--- src/design/cs_pkg.sv ---
`timescale 1ns / 1ps
// ----------------------------------------------------------------------------
// cs_pkg
// Shared constants and helpers for the comment stripper: register indexes
// and marker byte extraction.
// ----------------------------------------------------------------------------
package cs_pkg;

   localparam int unsigned CSR_INDEX_W = 3;
   localparam int unsigned CSR_DATA_W  = 32;
   localparam int unsigned LEN_W       = 3;

   localparam logic [CSR_INDEX_W-1:0] CSR_LINE_MARKER      = 3'd0;
   localparam logic [CSR_INDEX_W-1:0] CSR_LINE_MARKER_LEN  = 3'd1;
   localparam logic [CSR_INDEX_W-1:0] CSR_BLOCK_OPENER     = 3'd2;
   localparam logic [CSR_INDEX_W-1:0] CSR_BLOCK_OPENER_LEN = 3'd3;
   localparam logic [CSR_INDEX_W-1:0] CSR_BLOCK_CLOSER     = 3'd4;
   localparam logic [CSR_INDEX_W-1:0] CSR_BLOCK_CLOSER_LEN = 3'd5;

   localparam logic [31:0]      LINE_MARKER_RST      = 32'h0000_2F2F;
   localparam logic [LEN_W-1:0] LINE_MARKER_LEN_RST  = 3'd2;
   localparam logic [31:0]      BLOCK_OPENER_RST     = 32'h0000_2A2F;
   localparam logic [LEN_W-1:0] BLOCK_OPENER_LEN_RST = 3'd2;
   localparam logic [31:0]      BLOCK_CLOSER_RST     = 32'h0000_2F2A;
   localparam logic [LEN_W-1:0] BLOCK_CLOSER_LEN_RST = 3'd2;

   localparam logic [7:0] NL_CHAR = 8'h0A;

   // Byte k of a marker word; bytes past the fourth read as zero.
   function automatic logic [7:0] mark_byte(logic [31:0] m, int unsigned k);
      logic [31:0] sh;
      sh = m >> (8 * k);
      return (k < 4) ? sh[7:0] : 8'h00;
   endfunction

endpackage

--- src/design/cs_match.sv ---
`timescale 1ns / 1ps
// ----------------------------------------------------------------------------
// cs_match
// Prefix compare unit: counts how many leading window bytes agree with a
// marker word.
// ----------------------------------------------------------------------------
module cs_match #(
   parameter int MAX_DELIM = 4
) (
   input  logic [7:0]                       win [MAX_DELIM],
   input  logic [31:0]                      marker,
   output logic [$clog2(MAX_DELIM+1)-1:0]   mlen
);

   localparam int CW = $clog2(MAX_DELIM + 1);

   always_comb begin : prefix_count
      logic miss;
      miss = 1'b0;
      mlen = '0;
      for (int j = 0; j < MAX_DELIM; j++) begin
         if (!miss && (win[j] == cs_pkg::mark_byte(marker, j))) begin
            mlen = CW'(j + 1);
         end else begin
            miss = 1'b1;
         end
      end
   end

endmodule

--- src/design/cs_closer.sv ---
`timescale 1ns / 1ps
// ----------------------------------------------------------------------------
// cs_closer
// Block closer tracker: given the current partial closer match and one new
// byte, find the longest tail that still begins the closer.
// ----------------------------------------------------------------------------
module cs_closer #(
   parameter int MAX_DELIM = 4
) (
   input  logic [$clog2(MAX_DELIM+1)-1:0] progress,
   input  logic [7:0]                     cin,
   input  logic [31:0]                    closer,
   input  logic [$clog2(MAX_DELIM+1)-1:0] cl,
   output logic [$clog2(MAX_DELIM+1)-1:0] match_len
);

   localparam int CW = $clog2(MAX_DELIM + 1);

   always_comb begin : closer_search
      int unsigned p;
      int unsigned idx;
      logic        ok;
      logic [7:0]  sb;
      // restart when a register change left progress out of range
      p = (progress >= cl) ? 0 : int'(progress);
      match_len = '0;
      for (int unsigned kk = 1; kk <= MAX_DELIM; kk++) begin
         ok = (kk <= p + 1) && (kk <= int'(cl));
         for (int unsigned i = 0; i < MAX_DELIM; i++) begin
            if (i < kk) begin
               idx = p + 1 - kk + i;
               sb  = (idx == p) ? cin : cs_pkg::mark_byte(closer, idx);
               if (sb != cs_pkg::mark_byte(closer, i)) begin
                  ok = 1'b0;
               end
            end
         end
         if (ok) begin
            match_len = CW'(kk);
         end
      end
   end

endmodule

--- src/design/comment_stripper.sv ---
`timescale 1ns / 1ps
// ----------------------------------------------------------------------------
// comment_stripper
// Removes line comments and block comments from a byte stream, with
// programmable markers.
// ----------------------------------------------------------------------------
// The block takes one text byte per req transfer and returns the kept bytes
// on rsp, zero to MAX_DELIM of them per input byte; rsp_tlast marks the last
// byte caused by one input and rsp_tuser the last byte of the whole text.
// An input byte that yields no output produces no rsp transfer at all.
// Each input passes through a load step, then scan steps through the q
// queued bytes (the waiting bytes plus the new one) and a step that closes
// the scan, then on req_tlast flush steps that emit the waiting bytes and
// a step that clears the text state, and finally the drain, one result per
// cycle while rsp_tready is high, or a return to idle when the input causes
// no result. A failed marker prefix is rescanned: each emitted byte rescans
// the bytes behind it. The scan examines one byte per step through the
// shared compare logic: the line and opener prefix matchers and the closer
// tracker.
// req_tready is high only between inputs; the output register lets the next
// input load while the last result still waits for rsp_tready.
// Registers are written through csr_we / csr_index / csr_wdata and should be
// changed only while the block is idle.
// ----------------------------------------------------------------------------
module comment_stripper #(
   parameter int MAX_DELIM = 4
) (
   input  logic        clock,
   input  logic        reset,
   // configuration write port
   input  logic        csr_we,
   input  logic [2:0]  csr_index,
   input  logic [31:0] csr_wdata,
   // input text
   input  logic        req_tvalid,
   output logic        req_tready,
   input  logic [7:0]  req_tdata,    // [7:0] in_byte
   input  logic        req_tlast,    // end_of_input
   // stripped text
   output logic        rsp_tvalid,
   input  logic        rsp_tready,
   output logic [7:0]  rsp_tdata,    // [7:0] out_byte
   output logic        rsp_tlast,    // run_last
   output logic        rsp_tuser     // [0] text_done
);

   localparam int CW = $clog2(MAX_DELIM + 1);
   localparam int IW = (MAX_DELIM > 1) ? $clog2(MAX_DELIM) : 1;

   typedef enum logic [1:0] {
      S_IDLE,
      S_SCAN,
      S_FLUSH,
      S_DRAIN
   } state_type;

   typedef enum logic [1:0] {
      MODE_TEXT,
      MODE_LINE,
      MODE_BLOCK
   } mode_type;

   // configuration registers
   logic [31:0]              line_marker_ff;
   logic [cs_pkg::LEN_W-1:0] line_len_ff;
   logic [31:0]              opener_ff;
   logic [cs_pkg::LEN_W-1:0] opener_len_ff;
   logic [31:0]              closer_ff;
   logic [cs_pkg::LEN_W-1:0] closer_len_ff;

   // sequencer state
   state_type       state_ff, state_in;
   mode_type        mode_ff, mode_in;
   logic [7:0]      q_ff [MAX_DELIM];
   logic [7:0]      q_in [MAX_DELIM];
   logic [CW-1:0]   qlen_ff, qlen_in;
   logic [CW-1:0]   pos_ff, pos_in;
   logic [CW-1:0]   pc_ff, pc_in;
   logic [CW-1:0]   pstart_ff, pstart_in;
   logic [CW-1:0]   cp_ff, cp_in;
   logic [CW-1:0]   s_ff, s_in;
   logic            last_ff, last_in;
   logic [7:0]      res_ff [MAX_DELIM];
   logic [7:0]      res_in [MAX_DELIM];
   logic [CW-1:0]   rcnt_ff, rcnt_in;
   logic [CW-1:0]   rd_ff, rd_in;

   // output register
   logic            rsp_valid_ff, rsp_valid_in;
   logic [7:0]      rsp_data_ff, rsp_data_in;
   logic            rsp_last_ff, rsp_last_in;
   logic            rsp_done_ff, rsp_done_in;

   // shared compare unit
   logic [7:0]      win [MAX_DELIM];
   logic [CW-1:0]   line_mlen;
   logic [CW-1:0]   open_mlen;
   logic [CW-1:0]   closer_len;
   logic [CW-1:0]   ll, bl, cl;
   logic [7:0]      scan_byte;

   // ------------------------------------------------------------------
   // Configuration writes
   // ------------------------------------------------------------------
   always_ff @(posedge clock) begin
      if (reset) begin
         line_marker_ff <= cs_pkg::LINE_MARKER_RST;
         line_len_ff    <= cs_pkg::LINE_MARKER_LEN_RST;
         opener_ff      <= cs_pkg::BLOCK_OPENER_RST;
         opener_len_ff  <= cs_pkg::BLOCK_OPENER_LEN_RST;
         closer_ff      <= cs_pkg::BLOCK_CLOSER_RST;
         closer_len_ff  <= cs_pkg::BLOCK_CLOSER_LEN_RST;
      end else if (csr_we) begin
         unique case (csr_index)
            cs_pkg::CSR_LINE_MARKER:      line_marker_ff <= csr_wdata;
            cs_pkg::CSR_LINE_MARKER_LEN:  line_len_ff    <= csr_wdata[cs_pkg::LEN_W-1:0];
            cs_pkg::CSR_BLOCK_OPENER:     opener_ff      <= csr_wdata;
            cs_pkg::CSR_BLOCK_OPENER_LEN: opener_len_ff  <= csr_wdata[cs_pkg::LEN_W-1:0];
            cs_pkg::CSR_BLOCK_CLOSER:     closer_ff      <= csr_wdata;
            cs_pkg::CSR_BLOCK_CLOSER_LEN: closer_len_ff  <= csr_wdata[cs_pkg::LEN_W-1:0];
            default: begin
            end
         endcase
      end
   end

   // Clamp marker lengths into 1..MAX_DELIM.
   function automatic logic [CW-1:0] eff_len(logic [cs_pkg::LEN_W-1:0] l);
      if (l == '0) begin
         return CW'(1);
      end else if (int'(l) > MAX_DELIM) begin
         return CW'(MAX_DELIM);
      end
      return CW'(l);
   endfunction

   assign ll = eff_len(line_len_ff);
   assign bl = eff_len(opener_len_ff);
   assign cl = eff_len(closer_len_ff);

   // ------------------------------------------------------------------
   // Window onto the byte queue: waiting bytes while scanning, the
   // remaining tail while flushing at end of text.
   // ------------------------------------------------------------------
   always_comb begin : window_select
      int unsigned base;
      logic [IW-1:0] idx;
      if (state_ff == S_FLUSH) begin
         base = int'(qlen_ff) - int'(pc_ff) + int'(s_ff);
      end else begin
         base = int'(pos_ff) - int'(pc_ff);
      end
      for (int unsigned j = 0; j < MAX_DELIM; j++) begin
         idx = IW'(base + j);
         win[j] = (base + j < MAX_DELIM) ? q_ff[idx] : 8'h00;
      end
   end

   assign scan_byte = q_ff[pos_ff[IW-1:0]];

   cs_match #(.MAX_DELIM(MAX_DELIM)) u_line_match (
      .win    (win),
      .marker (line_marker_ff),
      .mlen   (line_mlen)
   );

   cs_match #(.MAX_DELIM(MAX_DELIM)) u_open_match (
      .win    (win),
      .marker (opener_ff),
      .mlen   (open_mlen)
   );

   cs_closer #(.MAX_DELIM(MAX_DELIM)) u_closer (
      .progress  (cp_ff),
      .cin       (scan_byte),
      .closer    (closer_ff),
      .cl        (cl),
      .match_len (closer_len)
   );

   // ------------------------------------------------------------------
   // Sequencer
   // ------------------------------------------------------------------
   always_comb begin : sequencer
      logic [CW-1:0] n;
      logic [CW-1:0] base;
      logic [CW-1:0] r;
      logic          brk;
      logic          slot_free;
      logic          fin;
      logic [IW-1:0] src;

      state_in     = state_ff;
      mode_in      = mode_ff;
      qlen_in      = qlen_ff;
      pos_in       = pos_ff;
      pc_in        = pc_ff;
      pstart_in    = pstart_ff;
      cp_in        = cp_ff;
      s_in         = s_ff;
      last_in      = last_ff;
      rcnt_in      = rcnt_ff;
      rd_in        = rd_ff;
      for (int i = 0; i < MAX_DELIM; i++) begin
         q_in[i]   = q_ff[i];
         res_in[i] = res_ff[i];
      end

      // drop the held result once it is taken
      rsp_valid_in = rsp_valid_ff && !rsp_tready;
      rsp_data_in  = rsp_data_ff;
      rsp_last_in  = rsp_last_ff;
      rsp_done_in  = rsp_done_ff;

      n         = pc_ff + CW'(1);
      base      = pos_ff - pc_ff;
      r         = pc_ff - s_ff;
      brk       = 1'b0;
      slot_free = !rsp_valid_ff || rsp_tready;
      fin       = 1'b0;
      src       = '0;

      unique case (state_ff)
         S_IDLE: begin
            if (req_tvalid) begin
               // move waiting bytes to the front, append the new byte
               for (int unsigned i = 0; i < MAX_DELIM; i++) begin
                  src = IW'(int'(pstart_ff) + i);
                  if (i < pc_ff) begin
                     q_in[i] = q_ff[src];
                  end else if (i == pc_ff) begin
                     q_in[i] = req_tdata;
                  end
               end
               qlen_in  = pc_ff + CW'(1);
               pos_in   = '0;
               pc_in    = '0;
               rcnt_in  = '0;
               last_in  = req_tlast;
               state_in = S_SCAN;
            end
         end

         S_SCAN: begin
            if (pos_ff == qlen_ff) begin
               s_in  = '0;
               rd_in = '0;
               if (last_ff) begin
                  state_in = S_FLUSH;
               end else begin
                  pstart_in = qlen_ff - pc_ff;
                  state_in  = S_DRAIN;
               end
            end else if (mode_ff == MODE_LINE) begin
               if (scan_byte == cs_pkg::NL_CHAR) begin
                  mode_in = MODE_TEXT;
               end
               pos_in = pos_ff + CW'(1);
            end else if (mode_ff == MODE_BLOCK) begin
               if (closer_len >= cl) begin
                  mode_in = MODE_TEXT;
                  cp_in   = '0;
               end else begin
                  cp_in   = closer_len;
               end
               pos_in = pos_ff + CW'(1);
            end else begin
               if (n <= ll && line_mlen >= n) begin
                  // line marker wins while it can still complete
                  if (n == ll) begin
                     mode_in = MODE_LINE;
                     pc_in   = '0;
                  end else begin
                     pc_in   = n;
                  end
                  pos_in = pos_ff + CW'(1);
               end else if (n >= bl && open_mlen >= bl) begin
                  // open the comment; bytes after the opener are content
                  mode_in = MODE_BLOCK;
                  cp_in   = '0;
                  pc_in   = '0;
                  pos_in  = base + bl;
               end else if (n <= bl && open_mlen >= n) begin
                  pc_in  = n;
                  pos_in = pos_ff + CW'(1);
               end else begin
                  // emit the oldest waiting byte, rescan the rest
                  res_in[rcnt_ff[IW-1:0]] = win[0];
                  rcnt_in = rcnt_ff + CW'(1);
                  pc_in   = '0;
                  pos_in  = base + CW'(1);
               end
            end
         end

         S_FLUSH: begin
            brk = (r >= ll && line_mlen >= ll) || (r >= bl && open_mlen >= bl);
            if (mode_ff != MODE_TEXT || s_ff >= pc_ff || brk) begin
               // end of text: drop what is left and return to reset state
               mode_in  = MODE_TEXT;
               pc_in    = '0;
               cp_in    = '0;
               state_in = S_DRAIN;
            end else begin
               res_in[rcnt_ff[IW-1:0]] = win[0];
               rcnt_in = rcnt_ff + CW'(1);
               s_in    = s_ff + CW'(1);
            end
         end

         S_DRAIN: begin
            if (rcnt_ff == '0) begin
               state_in = S_IDLE;
            end else if (slot_free) begin
               fin          = (rd_ff + CW'(1) == rcnt_ff);
               rsp_valid_in = 1'b1;
               rsp_data_in  = res_ff[rd_ff[IW-1:0]];
               rsp_last_in  = fin;
               rsp_done_in  = fin && last_ff;
               rd_in        = rd_ff + CW'(1);
               if (fin) begin
                  state_in = S_IDLE;
               end
            end
         end

         default: begin
            state_in = S_IDLE;
         end
      endcase
   end

   always_ff @(posedge clock) begin
      if (reset) begin
         state_ff     <= S_IDLE;
         mode_ff      <= MODE_TEXT;
         pc_ff        <= '0;
         pstart_ff    <= '0;
         cp_ff        <= '0;
         rcnt_ff      <= '0;
         rd_ff        <= '0;
         rsp_valid_ff <= 1'b0;
      end else begin
         state_ff     <= state_in;
         mode_ff      <= mode_in;
         pc_ff        <= pc_in;
         pstart_ff    <= pstart_in;
         cp_ff        <= cp_in;
         rcnt_ff      <= rcnt_in;
         rd_ff        <= rd_in;
         rsp_valid_ff <= rsp_valid_in;
      end
      qlen_ff     <= qlen_in;
      pos_ff      <= pos_in;
      s_ff        <= s_in;
      last_ff     <= last_in;
      rsp_data_ff <= rsp_data_in;
      rsp_last_ff <= rsp_last_in;
      rsp_done_ff <= rsp_done_in;
      for (int i = 0; i < MAX_DELIM; i++) begin
         q_ff[i]   <= q_in[i];
         res_ff[i] <= res_in[i];
      end
   end

   assign req_tready = (state_ff == S_IDLE);
   assign rsp_tvalid = rsp_valid_ff;
   assign rsp_tdata  = rsp_data_ff;
   assign rsp_tlast  = rsp_last_ff;
   assign rsp_tuser  = rsp_done_ff;

`ifndef SYNTH
   // end of text is only ever flagged on the last byte of a run
   a_done_is_last : assert property (@(posedge clock) disable iff (reset)
      (rsp_tvalid && rsp_tuser) |-> rsp_tlast)
      else $error("text_done without run_last");

   // the waiting buffer holds fewer than MAX_DELIM bytes between inputs
   a_pending_fits : assert property (@(posedge clock) disable iff (reset)
      (state_ff == S_IDLE) |-> (int'(pc_ff) < MAX_DELIM))
      else $error("pending bytes overflow");

   // after the end-of-text flush all text state is back at reset
   a_flush_clears : assert property (@(posedge clock) disable iff (reset)
      (state_ff == S_DRAIN && last_ff) |-> (pc_ff == '0 && mode_ff == MODE_TEXT))
      else $error("state not cleared at end of text");

   // results of one input never exceed the queue depth
   a_result_bound : assert property (@(posedge clock) disable iff (reset)
      int'(rcnt_ff) <= MAX_DELIM)
      else $error("result buffer overflow");
`endif

endmodule
--- config.mk ---
export PLATFORM = sky130hd
export DESIGN_NAME = comment_stripper
export DESIGN_NICKNAME = d
export VERILOG_FILES = /design/src/design/cs_pkg.sv /design/src/design/cs_match.sv /design/src/design/cs_closer.sv /design/src/design/comment_stripper.sv
export SDC_FILE = /design/constraint.sdc
export NUM_CORES = 1
export LEC_CHECK = 0
export BUFFER_PORTS_ARGS = -buffer_cell sky130_fd_sc_hd__buf_2
export CAP_MARGIN = 20
export CORE_MARGIN = 2
export CORE_UTILIZATION = 50
export CTS_CLUSTER_DIAMETER = 120
export DETAILED_ROUTE_END_ITERATION = 6
export HOLD_SLACK_MARGIN = 0.03
export PLACE_DENSITY_LB_ADDON = 0.08
export SYNTH_ARGS = -nofsm -noshare
export SYNTH_HDL_FRONTEND = slang
export SYNTH_SLANG_ARGS = --single-unit
export TNS_END_PERCENT = 1
--- constraint.sdc ---
create_clock -name clock -period 17.6 [get_ports clock]
set_clock_uncertainty 0.1 [all_clocks]
set_input_delay 1.76 -clock clock [delete_from_list [all_inputs] [get_ports clock]]
set_output_delay 1.76 -clock clock [all_outputs]
set_load 0.02 [all_outputs]
# Word level (Yosys, flattened, before mapping)
# Memories as Yosys holds them, arrays and structs flattened. A register that Yosys moved wholly into a read port is not among the register bits.
# Index checks and enable logic that the tools add are counted.
# op_classes
magnitude_cmp,43
multipliers,0
n_eq_ne,77
n_mux,152
n_bitwise,3
n_addsub,30
n_reduce_logical,61
div_mod_pow,0
shift,10
# ops
op,count
$lt A32 B3 Y1 const B,14
$eq A32 B32 Y1,10
$mux W32,10
$shr A32 B32 Y8,10
$mux W8,33
$add A32 B1 Y32 const B,5
$add A32 B2 Y32 const B,5
$mux W3,49
$ne A8 B8 Y1,10
$eq A8 B8 Y1,8
$le A2 B32 Y1 const A,2
$pmux W32 S2,1
$sub A32 B2 Y32 const B,2
$mux W2,20
$bwmux W32,1
$le A1 B32 Y1 const A,1
$le A3 B32 Y1 const A,1
$sub A32 B1 Y32 const B,1
$sub A32 B3 Y32 const B,1
$ge A3 B3 Y1,10
$ne A2 B2 Y1 const B,15
$mux W1,29
$pmux W3 S2,4
$reduce_and A3 Y1,8
50 further kinds,126
# totals
inputBits,49
ramBits,64
out_inout_bits,12
memories,2
latchBits,0
reg_bits,136
rom_bits,0
elab_cells,398
# memory_table
name,words,word_bits,read_ports,rd_ports_with_merged_regs,write_ports,line,text
q_ff,4,8,9,2,4,comment_stripper.sv:74,logic [7:0] q_ff [MAX_DELIM];
res_ff,4,8,5,1,4,comment_stripper.sv:83,logic [7:0] res_ff [MAX_DELIM];

# Depth between registers and ports, before layout
# depth
ltp_word,25
ltp_mapped,41
mapped_depth_nobuf,37

# By module
# A second synthesis with hierarchy kept.
# hier_totals
hier_cells,2045
area_unflattened_um2,17374.2
# modules_own_cells
module,cells_each,seq_area_each_um2,area_per_inst_um2,n_inst
comment_stripper,1337,5084.9,12393.1,1
cs_closer,612,0.0,4145.2,1
cs_match,48,0.0,417.9,2

# Worst setup path after synthesis
# Ideal clock, no wire load.
# synth_timing
path_type,register -> register
startpoint,register pc_ff[1]
endpoint,register cp_ff[2]
synth_period_minus_slack_ns,7.604
setup_time_ns,0.070
required_time_ns,17.430
setup_slack_ns,9.996
path_buffers,3
t_arrival_ns,7.433
stages_incl_launch_ff,33
path_cell_list,dfxtp_1 clkbuf_1 inv_1 fa_1 inv_1 fa_1 a21oi_1 clkbuf_1 ha_1 clkbuf_1 nand2_1 ha_1 or4b_2 nor3_1 nand4b_1 nor2_1 mux2_2 o21ai_0 a22o_1 a221oi_1 a21oi_1 or2_1 ha_1 nand2b_1 a21oi_1 nor2b_1 o21ai_1 a21oi_1 o21ai_0 o2111ai_1 nor3_1 or4b_1 a21oi_1
# synth_via
elab_chain_len,21
elab_cells_between_ends,69
classes_between,add/sub: 8; order compare: 12; eq/ne: 11; mux: 19; reduce/logical: 18; memory: 1
# synth_rtl
element,line,text
start: declaration,comment_stripper.sv:78,"logic [CW-1:0] pc_ff, pc_in;"
start signal: assignment,comment_stripper.sv:346,pc_ff <= pc_in;
$sub A3 B3 Y4,comment_stripper.sv:149,base = int'(qlen_ff) - int'(pc_ff) + int'(s_ff);
$add A4 B4 Y5,comment_stripper.sv:149,
$mux W32,comment_stripper.sv:148,if (state_ff == S_FLUSH) begin
$add A32 B1 Y32,comment_stripper.sv:155,win[j] = (base + j < MAX_DELIM) ? q_ff[idx] : 8'h00;
$lt A32 B3 Y1 or $mem_v2 Z4 W8 (tied branches),--,
$mux W8,comment_stripper.sv:155,
$eq A8 B8 Y1,cs_match.sv:22,"if (!miss && (win[j] == cs_pkg::mark_byte(marker, j))) begin"
$logic_and A1 B1 Y1,cs_match.sv:22,
[5 not listed],--,
$logic_and A1 B1 Y1,cs_match.sv:22,
$mux W3,cs_match.sv:22,
"$ge A3 B3 Y1, on equally long branches","comment_stripper.sv:297, comment_stripper.sv:277",
$logic_and A1 B1 Y1,comment_stripper.sv:297,brk = (r >= ll && line_mlen >= ll) || (r >= bl && open_mlen >= bl);
$logic_or A1 B1 Y1,comment_stripper.sv:297,
$logic_or A1 B1 Y1,comment_stripper.sv:298,if (mode_ff != MODE_TEXT || s_ff >= pc_ff || brk) begin
$ne A2 B1 Y1 (no source line),--,
$reduce_and A6 Y1 (no source line) *,--,
end signal: assignment,comment_stripper.sv:348,cp_ff <= cp_in;
end: declaration,comment_stripper.sv:80,"logic [CW-1:0] cp_ff, cp_in;"
# Every way passes the cells marked *; elsewhere a longest branch is shown, timed or not.
# A chain may end at the register's enable or synchronous reset.

# Worst setup path after layout
# layout_timing
startpoint,register cp_ff[0]
endpoint,register cp_ff[2]
# layout_via
elab_chain_len,19
elab_cells_between_ends,101
classes_between,add/sub: 11; order compare: 16; eq/ne: 20; shift: 10; mux: 40; reduce/logical: 4
# layout_rtl
element,line,text
$ge A3 B3 Y1,cs_closer.sv:25,p = (progress >= cl) ? 0 : int'(progress);
$mux W3 *,cs_closer.sv:25,
$add A32 B1 Y32,"cs_closer.sv:28, cs_closer.sv:31",
"$sub A32 B2 Y32, or another cell as far along",cs_closer.sv:31,idx = p + 1 - kk + i;
"$add A32 B1 Y32, or another cell as far along",cs_closer.sv:31,
"$lt A32 B3 Y1, or another cell as far along",cs_pkg.sv:33,return (k < 4) ? sh[7:0] : 8'h00;
"$mux W8, on equally long branches","cs_pkg.sv:33, cs_closer.sv:32",
$mux W8 or $ne A8 B8 Y1 (tied branches),"cs_closer.sv:32, cs_closer.sv:33",
[2 not listed],--,
$mux W3 or $mux W1 (tied branches) (2 in a row),"cs_closer.sv:38, cs_closer.sv:33",
$mux W3 *,cs_closer.sv:38,if (ok) begin
$ge A3 B3 Y1,comment_stripper.sv:260,if (closer_len >= cl) begin
$mux W3 *,comment_stripper.sv:260,
$mux W3 *,comment_stripper.sv:259,end else if (mode_ff == MODE_BLOCK) begin
$mux W3 *,comment_stripper.sv:254,end else if (mode_ff == MODE_LINE) begin
$mux W3 *,comment_stripper.sv:245,if (pos_ff == qlen_ff) begin
$pmux W3 S2 *,comment_stripper.sv:223,unique case (state_ff)
# Every way passes the cells marked *; elsewhere a longest branch is shown, timed or not. The select of a mux whose other input is x is not followed.

==> qor.yml <==
power_and_ir_drop:
  p_sw_mw: 0.982
  p_leak_nw: 6.94
  clockPowerShare_pct: 22.9
  ir_drop_v: 0.000130
  power_frac_comb_pct: 49.9
  seq_power_share_pct: 27.2
  p_int_mw: 1.36
  cellPowerDensity_nw_per_um2: 122
  p_sw_share_pct: 41.9
final_layout:
  nFillCells: 3322
  instances_no_fill: 2570
  seq_area_um2: 5090
  layout-drive-gt1-share_pct: 10.9
  multi_input_area_um2: 11800
  mostFrequentLayoutCells: "nand2_1 (324), a21oi_1 (138), o21ai_0 (135), nor2_1 (135), dfxtp_1 (127)"
  area_delta_synth_final_pct: 7.71
  finalNetCount: 2263
  layout_commonest_cell: "nand2_1"
  fin_util_pct: 54.2
placed_design:
  gp_congestion: 0.984
  hpwl_um: 44200
  placed_cells: 2521
  port_buffers: 60
  pre_cts_slack_ns: 8.98
timing:
  slew-limit-headroom_pct: 30.9
  min_period_over_period_pct: 49.9
  fmax_mhz: 114
  worst_pin_slew_ns: 1.04
  finalSetupViolCount: 0
  slew_violations: 0
  hold_violations: 0
  final.setup.tns_ns: 0
  rsz0062_at_grt: "no"
  layout_min_cycle_time_ns: 8.79
  whs_ns: 0.373
  setup_slack_ns: 8.81
clock_network:
  cts-root-buf: "clkbuf_16"
  cts_buffers: 26
  ctsResizeCount: 0
  cts_sinks: 212
  htree_levels: 1
  clk_pin_slew_ns: 0.06
  postCtsSetupBuffers: 0
  cts_buffer_depth: 3
  clk_latency_ns: 0.57
  cts_tree: "done"
  ctsHoldBuffers: 0
synth:
  ys.flop_type: "dfxtp_1"
  synthDistinctLibCells: 95
  ys_ff_latch: 212
  synth-edff-count: 84
  syn_inst: 2119
  syn_area_um2: 17800
  yosysSeqAreaShare_pct: 28.6
  synthArstFlopShare_pct: 0
  syn_area_per_cell_um2: 8.39
  synth_fp_nets: 2294
  yosysWarnings: 0
critical_path:
  crit_path_end_kind: "flop"
  cp.required_ns: 18.00
  reg2reg_depth: 31
  crit_fanout: 36
  reg2reg_setup_slack_ns: 8.81
  cpMostUsedCell: "ha_1"
  critical_path_class: "reg2reg"
  crit_slowest_cell: "ha_1"
  slowest_delay_ns: 0.66
  worst_setup_path_start_kind: "flop"
  critPathArrivalTime_ns: 9.19
  rr_startpoint: "cp_ff[0]"
  reg2reg_to: "cp_ff[2]"
die:
  rows: 69
  die_h_um: 193
  fp.dieArea_um2: 37100
  pin_count: 61
  start_util_pct: 50.4
  core-area_um2: 35300
  die_width_um: 193
global_route:
  grt_pass1_wl_um: 92400
  grt_overflow: 0
  antenna_found_initial: 1
  grtUsageTotal_pct: 32.7
  grt_max_degree: 103
  grt_pass1_vias: 15400
drt:
  drt-initial-drc-count: 1658
  avgRoutedWirePerCell_um: 23.6
  avgViaCountPerCell: 6.48
  vias: 16700
  wirelength_um: 60700
  drtAntennaViolNets: 0
  drtPass1Iterations: 5
  drc: 0
status:
  outcome: "finished clean"
hold_path:
  hold_depth: 2
  hold_path_startpoint: "line_marker_ff[6]"
  hold_class: "reg2reg"
  whs_endpoint: "line_marker_ff[6]"
job:
  max_cap_viol_count: 0
[critical path: cells and delay by family, from the launching register on]
kind	cells	cell delay, ns
buffers and inverters	4	1.09
adders and majority gates	5	1.89
DFF	1	0.30
AOI/OAI and AO/OA	9	1.68
and+or+nand+nor	13	3.64
[cells in the mapped netlist, types with 22 or more instances]
cell type	n	area [um2]
nor3_1	37	185
nand3_1	48	240
xnor2_1	81	709
edfxtp_1	84	2520
clkbuf_1	110	413
a31oi_1	30	188
o21ai_0	135	676
a21oi_1	139	696
dfxtp_1	128	2560
nor2_1	136	510
mux4_2	53	1190
nand2b_1	52	325
nand2_1	324	1220
nand3b_1	34	255
buf_2	22	110
inv_1	76	285
mux2i_1	49	490
o211ai_1	30	225
nor2b_1	27	169
ha_1	121	1510
[per-stage QoR]
step | cell area, um2 | power (mW)
detailed placement | 18300 | 1.80
floorplan | 17800 | 1.49
CTS | 19100 | 2.35
global route | 19200 | 2.49
finish | 19200 | 2.34
global placement | 18300 | 1.78
[registers in the layout, summed over array words and instances (netlist names), 8 cells and up, named ones only]
name and flops:
closer_ff 32, line_marker_ff 32, opener_ff 32, q_ff 32
res_ff 32, rsp_tdata 8
[cell families (layout without fill, tap and decap cells)]
logic type,after synthesis,after routing,share of synthesized area [%]
AOI/OAI and AO/OA,536,536,19.7
xor gates and xnor gates,100,100,4.93
adders and majority gates,126,126,9.08
buffers and inverters,227,216,5.03
DFF,212,212,28.6
muxes,118,118,10.5
other,0,1,0
and+or+nand+nor,800,800,22.2
[layout make-up]
cell class | count | area share (%)
antenna | 1 | 0.0131
clock buffer | 37 | 3.88
clock inverter | 11 | 0.581
inverter | 83 | 1.63
multi-input combinational | 1680 | 61.8
sequential | 212 | 26.6
tap | 461 | 3.01
timing repair buffer | 85 | 2.56
[power groups by stage]
| stage | Combinational (mW) | Sequential [mW] | Clock [mW] |
|---|---|---|---|
| 2_1_floorplan | 0.870 | 0.616 | 0 |
| 3_3_place_gp | 1.14 | 0.645 | 0 |
| 3_5_place_dp | 1.16 | 0.647 | 0 |
| 4_1_cts | 1.16 | 0.637 | 0.546 |
| 5_1_grt | 1.28 | 0.643 | 0.565 |
| 6_report | 1.17 | 0.638 | 0.537 |
[layer usage]
| layer | up-vias | part of all wire (%) | wire length, um | global-route usage, % |
|---|---|---|---|---|
| li1 | 7729 | - | - | - |
| met1 | 8069 | 42 | 25700 | 44.8 |
| met2 | 728 | 46 | 28200 | 53.0 |
| met3 | 126 | 7.8 | 4750 | 4.06 |
| met4 | 0 | 3.4 | 2080 | 11.6 |
| met5 | - | 0 | 0 | 0 |
[how the worst max path moves through the flow]
stage | startpoint | to | slack (ns) | cells past startpoint
finish | cp_ff[0] | cp_ff[2] | 8.81 | 31
global route | closer_len_ff[1] | cp_ff[2] | 8.15 | 33
CTS | closer_len_ff[2] | cp_ff[2] | 8.93 | 33
detailed placement | closer_len_ff[1] | cp_ff[2] | 8.98 | 33
global placement | closer_len_ff[1] | cp_ff[2] | 9.25 | 33
floorplan | pc_ff[1] | cp_ff[2] | 10.0 | 32
(Power assumes the default switching activity.)
